## config.mk

```make
export PLATFORM = sky130hd
export DESIGN_NAME = variable_cluster_transfer_splitter
export DESIGN_NICKNAME = d
export VERILOG_FILES = /design/src/rtl/vcts_pkg.sv /design/src/rtl/vcts_front.sv /design/src/rtl/vcts_div.sv /design/src/rtl/vcts_back.sv /design/src/rtl/variable_cluster_transfer_splitter.sv
export VERILOG_INCLUDE_DIRS = /design/src /design/src/rtl
export SDC_FILE = /design/constraint.sdc
export NUM_CORES = 1
export LEC_CHECK = 0
export BUFFER_PORTS_ARGS = -buffer_cell sky130_fd_sc_hd__buf_4
export CAP_MARGIN = 20
export CELL_PAD_IN_SITES_DETAIL_PLACEMENT = 0
export CELL_PAD_IN_SITES_GLOBAL_PLACEMENT = 1
export CORE_UTILIZATION = 53
export DETAILED_ROUTE_END_ITERATION = 7
export GPL_ROUTABILITY_DRIVEN = 0
export PLACE_DENSITY = 0.95
export SLEW_MARGIN = 20
export SYNTH_ARGS = -nofsm -noshare
export SYNTH_HDL_FRONTEND = slang
export SYNTH_SLANG_ARGS = --single-unit
```

## constraint.sdc

```tcl
create_clock -name clk -period 16.2 [get_ports clk]
set_input_delay 1.62 -clock clk [delete_from_list [all_inputs] [get_ports clk]]
set_output_delay 1.62 -clock clk [all_outputs]
set_load 0.01 [all_outputs]
```

## src/rtl/assert_macros.svh

```systemverilog
// Assertion macros used by the top-level design file.
`ifndef ASSERT_MACROS_SVH
`define ASSERT_MACROS_SVH

// Checks that the condition holds at every clock edge outside reset.
`define VCTS_ASSERT_ALWAYS(lbl, cond) \
  lbl: assert property (@(posedge clk) disable iff (!rst_n) (cond)) \
    else $error("assertion failed");

// Checks that the consequent holds whenever the antecedent holds.
`define VCTS_ASSERT_IMPLIES(lbl, ante, cons) \
  lbl: assert property (@(posedge clk) disable iff (!rst_n) (ante) |-> (cons)) \
    else $error("assertion failed");

`endif

```

## src/rtl/vcts_pkg.sv

```systemverilog
// Shared types, constants and helpers of the cluster transfer splitter.
package vcts_pkg;

  localparam int OFFSET_W     = 31;
  localparam int LEN_W        = 18;
  localparam int INDEX_W      = 19;
  localparam int OFS_W        = 18;
  localparam int SIZE_W       = 19;
  localparam int MULT_W       = 7;
  localparam int COUNT_W      = 16;
  localparam int GRAN_SHIFT   = 12;
  localparam int GRAN_W       = OFFSET_W - GRAN_SHIFT;
  localparam int DREM_W       = 6;
  localparam int PROD_W       = MULT_W + COUNT_W;
  localparam int BASE_W       = COUNT_W + 1;
  localparam int SEGCNT_W     = 6;
  localparam int DIVCNT_W     = 5;
  localparam int CFG_IDX_W    = 3;
  localparam int CFG_DATA_W   = 16;
  localparam int QUEUE_DEPTH  = 2;

  localparam logic [LEN_W-1:0]    MAX_LENGTH = LEN_W'(131072);
  localparam logic [SEGCNT_W-1:0] SEG_LAST   = SEGCNT_W'(32);
  localparam logic [DIVCNT_W-1:0] DIV_LAST   = DIVCNT_W'(GRAN_W - 1);
  localparam logic [MULT_W-1:0]   MULT_MAX   = MULT_W'(64);

  localparam logic [CFG_IDX_W-1:0] REG_RANGE0_MULT  = 3'd0;
  localparam logic [CFG_IDX_W-1:0] REG_RANGE0_COUNT = 3'd1;
  localparam logic [CFG_IDX_W-1:0] REG_RANGE1_MULT  = 3'd2;
  localparam logic [CFG_IDX_W-1:0] REG_RANGE1_COUNT = 3'd3;
  localparam logic [CFG_IDX_W-1:0] REG_RANGE2_MULT  = 3'd4;

  typedef struct packed {
    logic [MULT_W-1:0]  m0;
    logic [COUNT_W-1:0] c0;
    logic [MULT_W-1:0]  m1;
    logic [COUNT_W-1:0] c1;
    logic [MULT_W-1:0]  m2;
  } cfg_t;

  typedef struct packed {
    logic                vld;
    logic [OFFSET_W-1:0] offset;
    logic [LEN_W-1:0]    len;
  } req_t;

  typedef struct packed {
    logic              start;
    logic [GRAN_W-1:0] dividend;
    logic [MULT_W-1:0] divisor;
  } div_req_t;

  typedef struct packed {
    logic              done;
    logic [GRAN_W-1:0] quot;
    logic [DREM_W-1:0] rem;
  } div_res_t;

  function automatic logic [MULT_W-1:0] clamp_mult(input logic [MULT_W-1:0] v);
    logic [MULT_W-1:0] r;
    r = v;
    if (v == '0) r = MULT_W'(1);
    else if (v > MULT_MAX) r = MULT_MAX;
    return r;
  endfunction

endpackage

```

## src/rtl/vcts_front.sv

```systemverilog
// Front end: takes request words, saturates the length, drops empty ones, queues the rest.
module vcts_front (
  input  logic                          clk,
  input  logic                          rst_n,
  input  logic                          in_push,
  output logic                          in_full,
  input  logic [vcts_pkg::OFFSET_W-1:0] in_start_offset,
  input  logic [vcts_pkg::LEN_W-1:0]    in_transfer_length,
  output vcts_pkg::req_t                req,
  input  logic                          req_pop
);

  vcts_pkg::req_t               entry_r [vcts_pkg::QUEUE_DEPTH];
  logic                         wr_ptr_r, wr_ptr_nxt;
  logic                         rd_ptr_r, rd_ptr_nxt;
  logic [1:0]                   count_r, count_nxt;
  logic                         accept;
  logic                         wr_en;
  logic [vcts_pkg::LEN_W-1:0]   len_sat;
  logic                         rd_en;

  assign in_full = (count_r == 2'(vcts_pkg::QUEUE_DEPTH));
  assign accept  = in_push && !in_full;
  assign len_sat = (in_transfer_length > vcts_pkg::MAX_LENGTH) ? vcts_pkg::MAX_LENGTH
                                                                : in_transfer_length;
  assign wr_en   = accept && (len_sat != '0);
  assign rd_en   = req_pop && (count_r != '0);

  always_comb begin
    req        = entry_r[rd_ptr_r];
    req.vld    = (count_r != '0);
    wr_ptr_nxt = wr_en ? ~wr_ptr_r : wr_ptr_r;
    rd_ptr_nxt = rd_en ? ~rd_ptr_r : rd_ptr_r;
    count_nxt  = count_r + 2'(wr_en) - 2'(rd_en);
  end

  always_ff @(posedge clk) begin
    if (!rst_n) begin
      wr_ptr_r <= 1'b0;
      rd_ptr_r <= 1'b0;
      count_r  <= '0;
    end else begin
      wr_ptr_r <= wr_ptr_nxt;
      rd_ptr_r <= rd_ptr_nxt;
      count_r  <= count_nxt;
    end
  end

  always_ff @(posedge clk) begin
    if (wr_en) begin
      entry_r[wr_ptr_r].vld    <= 1'b1;
      entry_r[wr_ptr_r].offset <= in_start_offset;
      entry_r[wr_ptr_r].len    <= len_sat;
    end
  end

endmodule

```

## src/rtl/vcts_div.sv

```systemverilog
// Restoring divider, one quotient bit per cycle, for granule number by cluster multiple.
module vcts_div (
  input  logic               clk,
  input  logic               rst_n,
  input  vcts_pkg::div_req_t dreq,
  output vcts_pkg::div_res_t dres
);

  logic                            busy_r;
  logic                            done_r;
  logic [vcts_pkg::DIVCNT_W-1:0]   cnt_r;
  logic [vcts_pkg::GRAN_W-1:0]     quot_r;
  logic [vcts_pkg::DREM_W-1:0]     rem_r;
  logic [vcts_pkg::MULT_W-1:0]     dvs_r;
  logic [vcts_pkg::MULT_W-1:0]     trial;
  logic [vcts_pkg::MULT_W-1:0]     diff;
  logic                            ge;

  assign trial = {rem_r, quot_r[vcts_pkg::GRAN_W-1]};
  assign ge    = (trial >= dvs_r);
  assign diff  = trial - dvs_r;

  assign dres.done = done_r;
  assign dres.quot = quot_r;
  assign dres.rem  = rem_r;

  always_ff @(posedge clk) begin
    if (!rst_n) begin
      busy_r <= 1'b0;
      done_r <= 1'b0;
      cnt_r  <= '0;
    end else begin
      done_r <= 1'b0;
      if (dreq.start) begin
        busy_r <= 1'b1;
        cnt_r  <= '0;
      end else if (busy_r) begin
        cnt_r <= cnt_r + 1'b1;
        if (cnt_r == vcts_pkg::DIV_LAST) begin
          busy_r <= 1'b0;
          done_r <= 1'b1;
        end
      end
    end
  end

  always_ff @(posedge clk) begin
    if (dreq.start) begin
      quot_r <= dreq.dividend;
      rem_r  <= '0;
      dvs_r  <= dreq.divisor;
    end else if (busy_r) begin
      quot_r <= {quot_r[vcts_pkg::GRAN_W-2:0], ge};
      rem_r  <= ge ? diff[vcts_pkg::DREM_W-1:0] : trial[vcts_pkg::DREM_W-1:0];
    end
  end

endmodule

```

## src/rtl/vcts_back.sv

```systemverilog
// Back end: walks the range table, divides, and issues one segment word at a time.
module vcts_back (
  input  logic                          clk,
  input  logic                          rst_n,
  input  vcts_pkg::cfg_t                cfg,
  input  vcts_pkg::req_t                req,
  output logic                          req_pop,
  output vcts_pkg::div_req_t            dreq,
  input  vcts_pkg::div_res_t            dres,
  output logic                          out_empty,
  input  logic                          out_pop,
  output logic [vcts_pkg::INDEX_W-1:0]  out_cluster_index,
  output logic [vcts_pkg::OFS_W-1:0]    out_offset_in_cluster,
  output logic [vcts_pkg::SIZE_W-1:0]   out_cluster_bytes,
  output logic [vcts_pkg::LEN_W-1:0]    out_segment_bytes,
  output logic                          out_last_segment
);

  localparam logic [2:0] ST_IDLE = 3'd0;
  localparam logic [2:0] ST_R0   = 3'd1;
  localparam logic [2:0] ST_R1   = 3'd2;
  localparam logic [2:0] ST_DIV  = 3'd3;
  localparam logic [2:0] ST_EMIT = 3'd4;

  logic [2:0]                      state_r, state_nxt;
  logic [vcts_pkg::OFFSET_W-1:0]   pos_r, pos_nxt;
  logic [vcts_pkg::LEN_W-1:0]      left_r, left_nxt;
  logic [vcts_pkg::SEGCNT_W-1:0]   seg_r, seg_nxt;
  logic [vcts_pkg::BASE_W-1:0]     base_r, base_nxt;
  logic [vcts_pkg::GRAN_W-1:0]     gran_r, gran_nxt;
  logic [vcts_pkg::MULT_W-1:0]     mult_r, mult_nxt;
  logic                            ovld_r, ovld_nxt;
  logic [vcts_pkg::INDEX_W-1:0]    oidx_r, oidx_nxt;
  logic [vcts_pkg::OFS_W-1:0]      oofs_r, oofs_nxt;
  logic [vcts_pkg::SIZE_W-1:0]     osize_r, osize_nxt;
  logic [vcts_pkg::LEN_W-1:0]      obytes_r, obytes_nxt;
  logic                            olast_r, olast_nxt;

  logic [vcts_pkg::GRAN_W-1:0]     gran0;
  logic [vcts_pkg::PROD_W-1:0]     prod0;
  logic [vcts_pkg::PROD_W-1:0]     prod1;
  logic                            in_r0;
  logic                            in_r1;
  logic [vcts_pkg::OFS_W-1:0]      ofs;
  logic [vcts_pkg::SIZE_W-1:0]     size;
  logic [vcts_pkg::SIZE_W-1:0]     avail;
  logic [vcts_pkg::LEN_W-1:0]      take;
  logic [vcts_pkg::LEN_W-1:0]      left_after;
  logic                            can_load;

  assign gran0 = pos_r[vcts_pkg::OFFSET_W-1:vcts_pkg::GRAN_SHIFT];
  assign prod0 = cfg.m0 * cfg.c0;
  assign prod1 = cfg.m1 * cfg.c1;
  assign in_r0 = (cfg.c0 == '0) || ({4'b0, gran0} < prod0);
  assign in_r1 = (cfg.c1 == '0) || ({4'b0, gran_r} < prod1);

  assign ofs        = {dres.rem, pos_r[vcts_pkg::GRAN_SHIFT-1:0]};
  assign size       = {mult_r, 12'b0};
  assign avail      = size - {1'b0, ofs};
  assign take       = (avail > {1'b0, left_r}) ? left_r : avail[vcts_pkg::LEN_W-1:0];
  assign left_after = left_r - take;
  assign can_load   = !ovld_r || out_pop;

  always_comb begin
    state_nxt     = state_r;
    pos_nxt       = pos_r;
    left_nxt      = left_r;
    seg_nxt       = seg_r;
    base_nxt      = base_r;
    gran_nxt      = gran_r;
    mult_nxt      = mult_r;
    ovld_nxt      = ovld_r && !out_pop;
    oidx_nxt      = oidx_r;
    oofs_nxt      = oofs_r;
    osize_nxt     = osize_r;
    obytes_nxt    = obytes_r;
    olast_nxt     = olast_r;
    req_pop       = 1'b0;
    dreq.start    = 1'b0;
    dreq.dividend = gran0;
    dreq.divisor  = cfg.m0;
    unique case (state_r)
      ST_IDLE: begin
        if (req.vld) begin
          req_pop   = 1'b1;
          pos_nxt   = req.offset;
          left_nxt  = req.len;
          seg_nxt   = '0;
          state_nxt = ST_R0;
        end
      end
      ST_R0: begin
        if (in_r0) begin
          dreq.start = 1'b1;
          base_nxt   = '0;
          mult_nxt   = cfg.m0;
          state_nxt  = ST_DIV;
        end else begin
          gran_nxt  = gran0 - prod0[vcts_pkg::GRAN_W-1:0];
          base_nxt  = {1'b0, cfg.c0};
          state_nxt = ST_R1;
        end
      end
      ST_R1: begin
        dreq.start = 1'b1;
        state_nxt  = ST_DIV;
        if (in_r1) begin
          dreq.dividend = gran_r;
          dreq.divisor  = cfg.m1;
          mult_nxt      = cfg.m1;
        end else begin
          dreq.dividend = gran_r - prod1[vcts_pkg::GRAN_W-1:0];
          dreq.divisor  = cfg.m2;
          mult_nxt      = cfg.m2;
          base_nxt      = base_r + {1'b0, cfg.c1};
        end
      end
      ST_DIV: begin
        if (dres.done) state_nxt = ST_EMIT;
      end
      ST_EMIT: begin
        if (can_load) begin
          ovld_nxt   = 1'b1;
          oidx_nxt   = {2'b0, base_r} + dres.quot;
          oofs_nxt   = ofs;
          osize_nxt  = size;
          obytes_nxt = take;
          olast_nxt  = (left_after == '0) || (seg_r == vcts_pkg::SEG_LAST);
          pos_nxt    = pos_r + {13'b0, take};
          seg_nxt    = seg_r + 1'b1;
          left_nxt   = left_after;
          state_nxt  = olast_nxt ? ST_IDLE : ST_R0;
        end
      end
      default: state_nxt = ST_IDLE;
    endcase
  end

  always_ff @(posedge clk) begin
    if (!rst_n) begin
      state_r <= ST_IDLE;
      ovld_r  <= 1'b0;
      seg_r   <= '0;
      left_r  <= '0;
      pos_r   <= '0;
    end else begin
      state_r <= state_nxt;
      ovld_r  <= ovld_nxt;
      seg_r   <= seg_nxt;
      left_r  <= left_nxt;
      pos_r   <= pos_nxt;
    end
  end

  always_ff @(posedge clk) begin
    base_r   <= base_nxt;
    gran_r   <= gran_nxt;
    mult_r   <= mult_nxt;
    oidx_r   <= oidx_nxt;
    oofs_r   <= oofs_nxt;
    osize_r  <= osize_nxt;
    obytes_r <= obytes_nxt;
    olast_r  <= olast_nxt;
  end

  assign out_empty             = !ovld_r;
  assign out_cluster_index     = oidx_r;
  assign out_offset_in_cluster = oofs_r;
  assign out_cluster_bytes     = osize_r;
  assign out_segment_bytes     = obytes_r;
  assign out_last_segment      = olast_r;

endmodule

```

## src/rtl/variable_cluster_transfer_splitter.sv

```systemverilog
// Top level of the cluster transfer splitter: range registers, front, divider and back.
//
//   channel  direction  handshake           payload
//   in       input      in_push / in_full   start_offset, transfer_length
//   out      output     out_empty / out_pop cluster_index, offset_in_cluster, cluster_bytes,
//                                           segment_bytes, last_segment
//   cfg      input      cfg_we              cfg_index, cfg_wdata
//
// Each segment passes through one or two range-walk states (R0, then R1 when the position lies
// beyond range 0), a wait in DIV on the bit-serial divider (19 quotient bits, until it reports
// done) and EMIT, which loads the output register once that register can take a word.
// A request first leaves the two-word input queue in IDLE, then runs this per segment.
// Reset is synchronous; it clears the queues and the sequencer and loads the range defaults.
// The input queue fills while the back end works; a full output register stalls the back end.
`include "assert_macros.svh"

module variable_cluster_transfer_splitter (
  input  logic                            clk,
  input  logic                            rst_n,
  input  logic                            in_push,
  output logic                            in_full,
  input  logic [vcts_pkg::OFFSET_W-1:0]   in_start_offset,
  input  logic [vcts_pkg::LEN_W-1:0]      in_transfer_length,
  output logic                            out_empty,
  input  logic                            out_pop,
  output logic [vcts_pkg::INDEX_W-1:0]    out_cluster_index,
  output logic [vcts_pkg::OFS_W-1:0]      out_offset_in_cluster,
  output logic [vcts_pkg::SIZE_W-1:0]     out_cluster_bytes,
  output logic [vcts_pkg::LEN_W-1:0]      out_segment_bytes,
  output logic                            out_last_segment,
  input  logic                            cfg_we,
  input  logic [vcts_pkg::CFG_IDX_W-1:0]  cfg_index,
  input  logic [vcts_pkg::CFG_DATA_W-1:0] cfg_wdata
);

  vcts_pkg::cfg_t     cfg_r;
  vcts_pkg::req_t     req;
  logic               req_pop;
  vcts_pkg::div_req_t dreq;
  vcts_pkg::div_res_t dres;
  logic [vcts_pkg::MULT_W-1:0] wmult;
  logic [vcts_pkg::SIZE_W:0]   seg_end;

  assign wmult   = vcts_pkg::clamp_mult(cfg_wdata[vcts_pkg::MULT_W-1:0]);
  assign seg_end = {2'b0, out_offset_in_cluster} + {2'b0, out_segment_bytes};

  always_ff @(posedge clk) begin
    if (!rst_n) begin
      cfg_r.m0 <= 7'd1;
      cfg_r.c0 <= 16'd2;
      cfg_r.m1 <= 7'd4;
      cfg_r.c1 <= 16'd4;
      cfg_r.m2 <= 7'd8;
    end else if (cfg_we) begin
      unique case (cfg_index)
        vcts_pkg::REG_RANGE0_MULT:  cfg_r.m0 <= wmult;
        vcts_pkg::REG_RANGE0_COUNT: cfg_r.c0 <= cfg_wdata;
        vcts_pkg::REG_RANGE1_MULT:  cfg_r.m1 <= wmult;
        vcts_pkg::REG_RANGE1_COUNT: cfg_r.c1 <= cfg_wdata;
        vcts_pkg::REG_RANGE2_MULT:  cfg_r.m2 <= wmult;
        default: ;
      endcase
    end
  end

  vcts_front u_front (
    .clk                (clk),
    .rst_n              (rst_n),
    .in_push            (in_push),
    .in_full            (in_full),
    .in_start_offset    (in_start_offset),
    .in_transfer_length (in_transfer_length),
    .req                (req),
    .req_pop            (req_pop)
  );

  vcts_div u_div (
    .clk   (clk),
    .rst_n (rst_n),
    .dreq  (dreq),
    .dres  (dres)
  );

  vcts_back u_back (
    .clk                   (clk),
    .rst_n                 (rst_n),
    .cfg                   (cfg_r),
    .req                   (req),
    .req_pop               (req_pop),
    .dreq                  (dreq),
    .dres                  (dres),
    .out_empty             (out_empty),
    .out_pop               (out_pop),
    .out_cluster_index     (out_cluster_index),
    .out_offset_in_cluster (out_offset_in_cluster),
    .out_cluster_bytes     (out_cluster_bytes),
    .out_segment_bytes     (out_segment_bytes),
    .out_last_segment      (out_last_segment)
  );

  `VCTS_ASSERT_IMPLIES(a_seg_nonzero, !out_empty, out_segment_bytes != '0)
  `VCTS_ASSERT_IMPLIES(a_seg_in_cluster, !out_empty, seg_end <= {1'b0, out_cluster_bytes})
  `VCTS_ASSERT_ALWAYS(a_cfg_mult_legal, (cfg_r.m0 != '0) && (cfg_r.m1 != '0) && (cfg_r.m2 != '0))

endmodule
```

[Word-level counts from Yosys, hierarchy flattened]
Memories as Yosys holds them, arrays and structs flattened. A register that Yosys moved wholly into a read port is not among the register bits.
Index checks and enable logic that the tools add are counted.
Storage, ports and cells
  flip-flop bits (word level): 261
  latch bits: 0
  memory bits (writable): 98
  memory bits (read-only): 0
  bits of input ports: 73
  output and inout port bits: 77
  word-level logic and storage cells: 148
  memories kept: 1
Memory list
  u_front.entry_r: depth 2, bits a word 49, read ports 1, clocked after memory_dff 1, wr ports 1, RTL line vcts_front.sv:13  | vcts_pkg::req_t entry_r [vcts_pkg::QUEUE_DEPTH];
Operators by class
  add/sub/neg operators: 12
  multipliers: 2
  div/mod/pow operators: 0
  magnitude comparators: 6
  equal/unequal tests: 16
  shift operators: 0
  multiplexer cells: 44
  bitwise logic cells: 5
  reduce and logical (&&, ||, !) cells: 35
Operators by type and width (count)
  18-bit two-way mux: 4
  31-bit two-way mux: 2
  31-bit case mux with 2 select lines: 1
  26-bit two-way mux: 2
  19-bit by 23-bit less-than comparator with 1-bit output: 2
  7-bit by 16-bit multiplier with 23-bit output: 2
  19-bit two-way mux: 2
  19-bit subtractor: 2
  18-bit case mux with 2 select lines: 1
  17-bit case mux with 2 select lines: 1
  16-bit logical NOT: 2
  31-bit by 18-bit adder with 31-bit output: 1
  7-bit two-way mux: 4
  17-bit by 19-bit adder with 19-bit output: 1
  19-bit by 18-bit greater-than comparator with 1-bit output: 1
  19-bit by 18-bit subtractor with 19-bit output: 1
  18-bit greater-than comparator (second input constant): 1
  18-bit logical NOT: 1
  6-bit two-way mux: 3
  2-bit AND reduction: 9
  18-bit nonzero test: 1
  18-bit subtractor: 1
  17-bit by 16-bit adder with 17-bit output: 1
  17-bit two-way mux: 1
  other kinds (32): 73

[Logic depth before layout (Yosys ltp)]
  word-level depth: 9
  gate-level depth with buffers: 32
  mapped depth without buffers: 30

[By module]
From an unflattened synthesis, not the netlist that was laid out.
Second synthesis, totals
  cells, all modules: 2999
  area, all modules: 28153.3 µm²
Modules (own cells, without submodules)
  vcts_back: times used 1, cells each 2418, area an instance 20289.5 µm², seq. area each 4364.2 µm²
  vcts_front: times used 1, cells each 211, area an instance 3960.0 µm², seq. area each 3042.9 µm²
  variable_cluster_transfer_splitter: times used 1, cells each 212, area an instance 1993.2 µm², seq. area each 1061.0 µm²
  vcts_div: times used 1, cells each 158, area an instance 1910.6 µm², seq. area each 1041.0 µm²

[Worst setup path after synthesis]
OpenSTA, ideal clock, no wires.
  path kind: register to register
  from: register cfg_r[26] (netlist name)
  to: register u_back.base_r[0] (netlist name), enable pin
  setup time: 397 ps
  data arrival time: 7404 ps
  required time: 15803 ps
  setup slack: 8400 ps
  stages on the path, launching flop included: 32
  path buffers: 4
  clock period less this slack: 7800 ps
  cells stage by stage: dfxtp_1 clkbuf_1 clkbuf_1 nand2_1 fa_1 fa_1 inv_1 fa_1 inv_1 fa_1 inv_1 ha_1 and3_4 a221oi_1 nor3b_2 a21oi_1 a21o_1 a21oi_1 xor2_1 ha_1 o21ai_0 nand2b_1 a21oi_1 a41o_1 nor4_1 mux2_2 o221ai_1 a211oi_1 buf_4 buf_6 nand2_1 a21oi_1
On the way
  cells in the longest elaborated chain, start to end: 5
Ends and longest elaborated chain
  start: declaration: RTL line variable_cluster_transfer_splitter.sv:36  | vcts_pkg::cfg_t cfg_r;
  7-bit by 16-bit multiplier with 23-bit output: RTL line vcts_back.sv:53  | assign prod1 = cfg.m1 * cfg.c1;
  19-bit by 23-bit less-than comparator with 1-bit output: RTL line vcts_back.sv:55  | assign in_r1 = (cfg.c1 == '0) || ({4'b0, gran_r} < prod1);
  1-bit logical OR: RTL line vcts_back.sv:55
  2-bit inequality test (no source line)
  2-bit AND reduction (no source line)
  end signal: assignment: RTL line vcts_back.sv:156  | base_r <= base_nxt;
  end: declaration: RTL line vcts_back.sv:29  | logic [vcts_pkg::BASE_W-1:0] base_r, base_nxt;
Every way passes these cells.
A chain may end at the register's enable or synchronous reset.

[Worst setup path in the final report]
  from: register cfg_r[26] (netlist name)
  to: register u_back.base_r[16] (netlist name), enable pin
The elaborated chain is that of the path after synthesis.

==> flow_summary.json <==
{
  "outcome": "finished clean",
  "grt_util_all_layers_pct": 28.01,
  "antenna_left": 0,
  "grt_setup_unrepaired": "false",
  "cts_max_level": 2,
  "cts_tree": "done",
  "ir_drop_mv": 0.1711,
  "hold_depth": 2,
  "num_rows": 83,
  "hp-class": "reg -> reg",
  "synth_area_um2": 27700,
  "power.density_nw_per_um2": 182.2,
  "dp_worst_setup_slack_ns": 8.399,
  "drc_errors": 0,
  "initial_core_util_pct": 53.77,
  "crit_type": "reg -> reg",
  "synth_cells": 2950,
  "cts_buffers": 40,
  "finalClockSkew_ns": 0.04330,
  "final_common_cell": "nand2_1",
  "leakage_nw": 13.18,
  "cts_sinks": 360,
  "syn_area_per_cell_um2": 9.390,
  "wl_um": 74360,
  "die_area_um2": 53180,
  "cp_slowest_cell": "dfxtp_1",
  "drtPass1Iterations": 6,
  "arrival_ns": 8.17,
  "clockBufferDepth": 3,
  "ios": 150,
  "end_kind": "flop",
  "post-cts-setup-buffer-count": 0,
  "cp-start-kind": "flop",
  "cts_hold_buf": 0,
  "drive_above_1_share_pct": 8.784,
  "die_w_um": 230.6,
  "post-route-util_pct": 59.19,
  "setup_viol": 0,
  "final-hold-violation-count": 0,
  "setup_slack_ns": 8.270,
  "vias": 22171,
  "ys_warn_count": 0,
  "grt_pass1_wl_um": 117700,
  "die_h_um": 230.6,
  "synth_seq_cells": 360,
  "hold_slack_ns": 0.4792,
  "slew_headroom_pct": 35.37,
  "synth_edf_count": 230,
  "dp_hpwl_um": 56350,
  "cts_resized": 0,
  "worstPathRequired_ns": 16.44,
  "seq_area_frac_synth_pct": 34.33,
  "clk_pin_slew_ns": 0.06,
  "maxCapViolCount": 0,
  "async_reset_ff_share_pct": 0,
  "numPortBuffers": 137,
  "via_per_inst": 5.942,
  "finalNetCount": 3463,
  "final_cell_mix": "381 x nand2_1, 305 x inv_1, 230 x edfxtp_1, 226 x ha_1, 151 x buf_4",
  "diodes": 0,
  "wl_per_cell_um": 19.93,
  "clkLatencyLatePin_ns": 0.59,
  "antenna_found_initial": 0,
  "max_freq_ghz": 0.1261,
  "crit_path_max_fanout": 27,
  "fin_crit_sh_pct": 48.95,
  "worstRegToRegCells": 29,
  "max_stage_delay_ns": 0.74,
  "synth_top_flop_cell": "edfxtp_1",
  "fin_crit_ns": 7.930,
  "root_buffer": "clkbuf_16",
  "tns_ns": 0,
  "ys_types": 87,
  "place_area_um2": 29180,
  "core-area_um2": 51510,
  "synth_top_area_cell": "edfxtp_1",
  "r2r_slack_ns": 8.27,
  "area.growth.synth_to_final_pct": 10.07,
  "overflow": 0,
  "first_global_vias": 21582,
  "synth_top_area_share_pct": 24.93,
  "final_cell_area_um2": 30490,
  "drv_slew": 0,
  "synth_area_leaders": "edfxtp_1 25%, fa_1 10%, ha_1 10%",
  "initialDrtViolationCount": 2167,
  "tightestPinTransition_ns": 0.9694,
  "grt_max_degree": 81
}
where the power goes:
| part | internal, mW | switching [mW] |
|---|---|---|
| Combinational | 1.26 | 1.90 |
| Sequential | 1.28 | 0.222 |
| Clock | 0.502 | 0.391 |
stage by stage:
step                      power, mW  cells
after floorplan               3.802   2961
after global placement        4.476   3656
after detailed placement      4.579   3657
after CTS                     5.492   3731
after global routing          5.939   3731
final                         5.555   3731
critical path: cells and delay by family (launching register included):
| family | cells | cell delay, ns |
|---|---|---|
| muxes | 1 | 0.20 |
| adders and majority gates | 6 | 2.75 |
| xor gates and xnor gates | 1 | 0.10 |
| AOI/OAI and AO/OA | 10 | 1.82 |
| buffers and inverters | 5 | 0.87 |
| DFF | 1 | 0.74 |
| and+or+nand+nor | 6 | 1.10 |
Yosys cell counts (7+ instances only):
| library cell | instances |
|---|---|
| nand2_1 | 383 |
| inv_1 | 306 |
| edfxtp_1 | 230 |
| ha_1 | 226 |
| nor2_1 | 146 |
| fa_1 | 145 |
| a21oi_1 | 133 |
| and2_1 | 132 |
| dfxtp_1 | 130 |
| o21ai_0 | 97 |
| clkbuf_1 | 95 |
| xnor2_1 | 80 |
| a21boi_0 | 74 |
| mux2i_1 | 70 |
| a21o_1 | 63 |
| nand3_1 | 59 |
| xor2_1 | 58 |
| nor2b_1 | 56 |
| nor3_1 | 52 |
| a211oi_1 | 28 |
| o211ai_1 | 26 |
| o21a_1 | 26 |
| and3_1 | 23 |
| o221ai_1 | 20 |
| nor4_1 | 19 |
| a31oi_1 | 18 |
| nand2b_1 | 15 |
| nand4_1 | 15 |
| buf_4 | 14 |
| buf_1 | 13 |
| or3_1 | 13 |
| o21bai_1 | 12 |
| o22ai_1 | 11 |
| or2_2 | 11 |
| buf_2 | 10 |
| o31ai_1 | 10 |
| mux2_2 | 8 |
| o31a_1 | 8 |
| o41ai_1 | 7 |
metal layers:
metal / part of all wire, % / up-vias / GRT usage (%)
li1: - / 10318 / -
met1: 43 / 10799 / 39.22
met2: 46 / 902 / 44.31
met3: 8.0 / 152 / 3.891
met4: 3.6 / 0 / 10.04
met5: 0 / - / 0
state kept, by name, summed over array words and instances (netlist names), 2 cells and up, named ones only:
register and flops:
cfg_r 53, u_back.base_r 17, u_back.gran_r 19, u_back.left_r 18, u_back.mult_r 7, u_back.out_cluster_bytes 7, u_back.out_cluster_index 19, u_back.out_offset_in_cluster 18
u_back.out_segment_bytes 18, u_back.pos_r 31, u_back.seg_r 6, u_back.state_r 3, u_div.cnt_r 5, u_div.dvs_r 7, u_div.quot_r 19, u_div.rem_r 6
u_front.count_r 2, u_front.entry_r 98
cell type report:
class | instances | area [um^2]
fillers | 4409 | 21020
multi-input cells | 2159 | 16530
flip-flops and latches | 360 | 9510
inverters | 307 | 1152
repair buffers | 151 | 1134
clock buffers | 52 | 1096
well taps | 680 | 850.8
clock inverters | 22 | 210.2
cell families after synthesis:
group / share of synthesized area [%]
multiplexers: 2.855
buffers and inverters: 6.306
adder cells (fa/ha/maj): 20.69
flip-flops: 34.33
AO/OA/AOI/OAI: 15.00
AND/OR/NAND/NOR: 16.44
other: 0.01354
XOR/XNOR: 4.364
worst paths after layout:
check,start,to
max,cfg_r[26],u_back.base_r[16]
min,cfg_r[4],cfg_r[4]
max reg2reg,cfg_r[26],u_back.base_r[16]
min reg2reg,cfg_r[4],cfg_r[4]
Power figures use the tool's default switching activity.
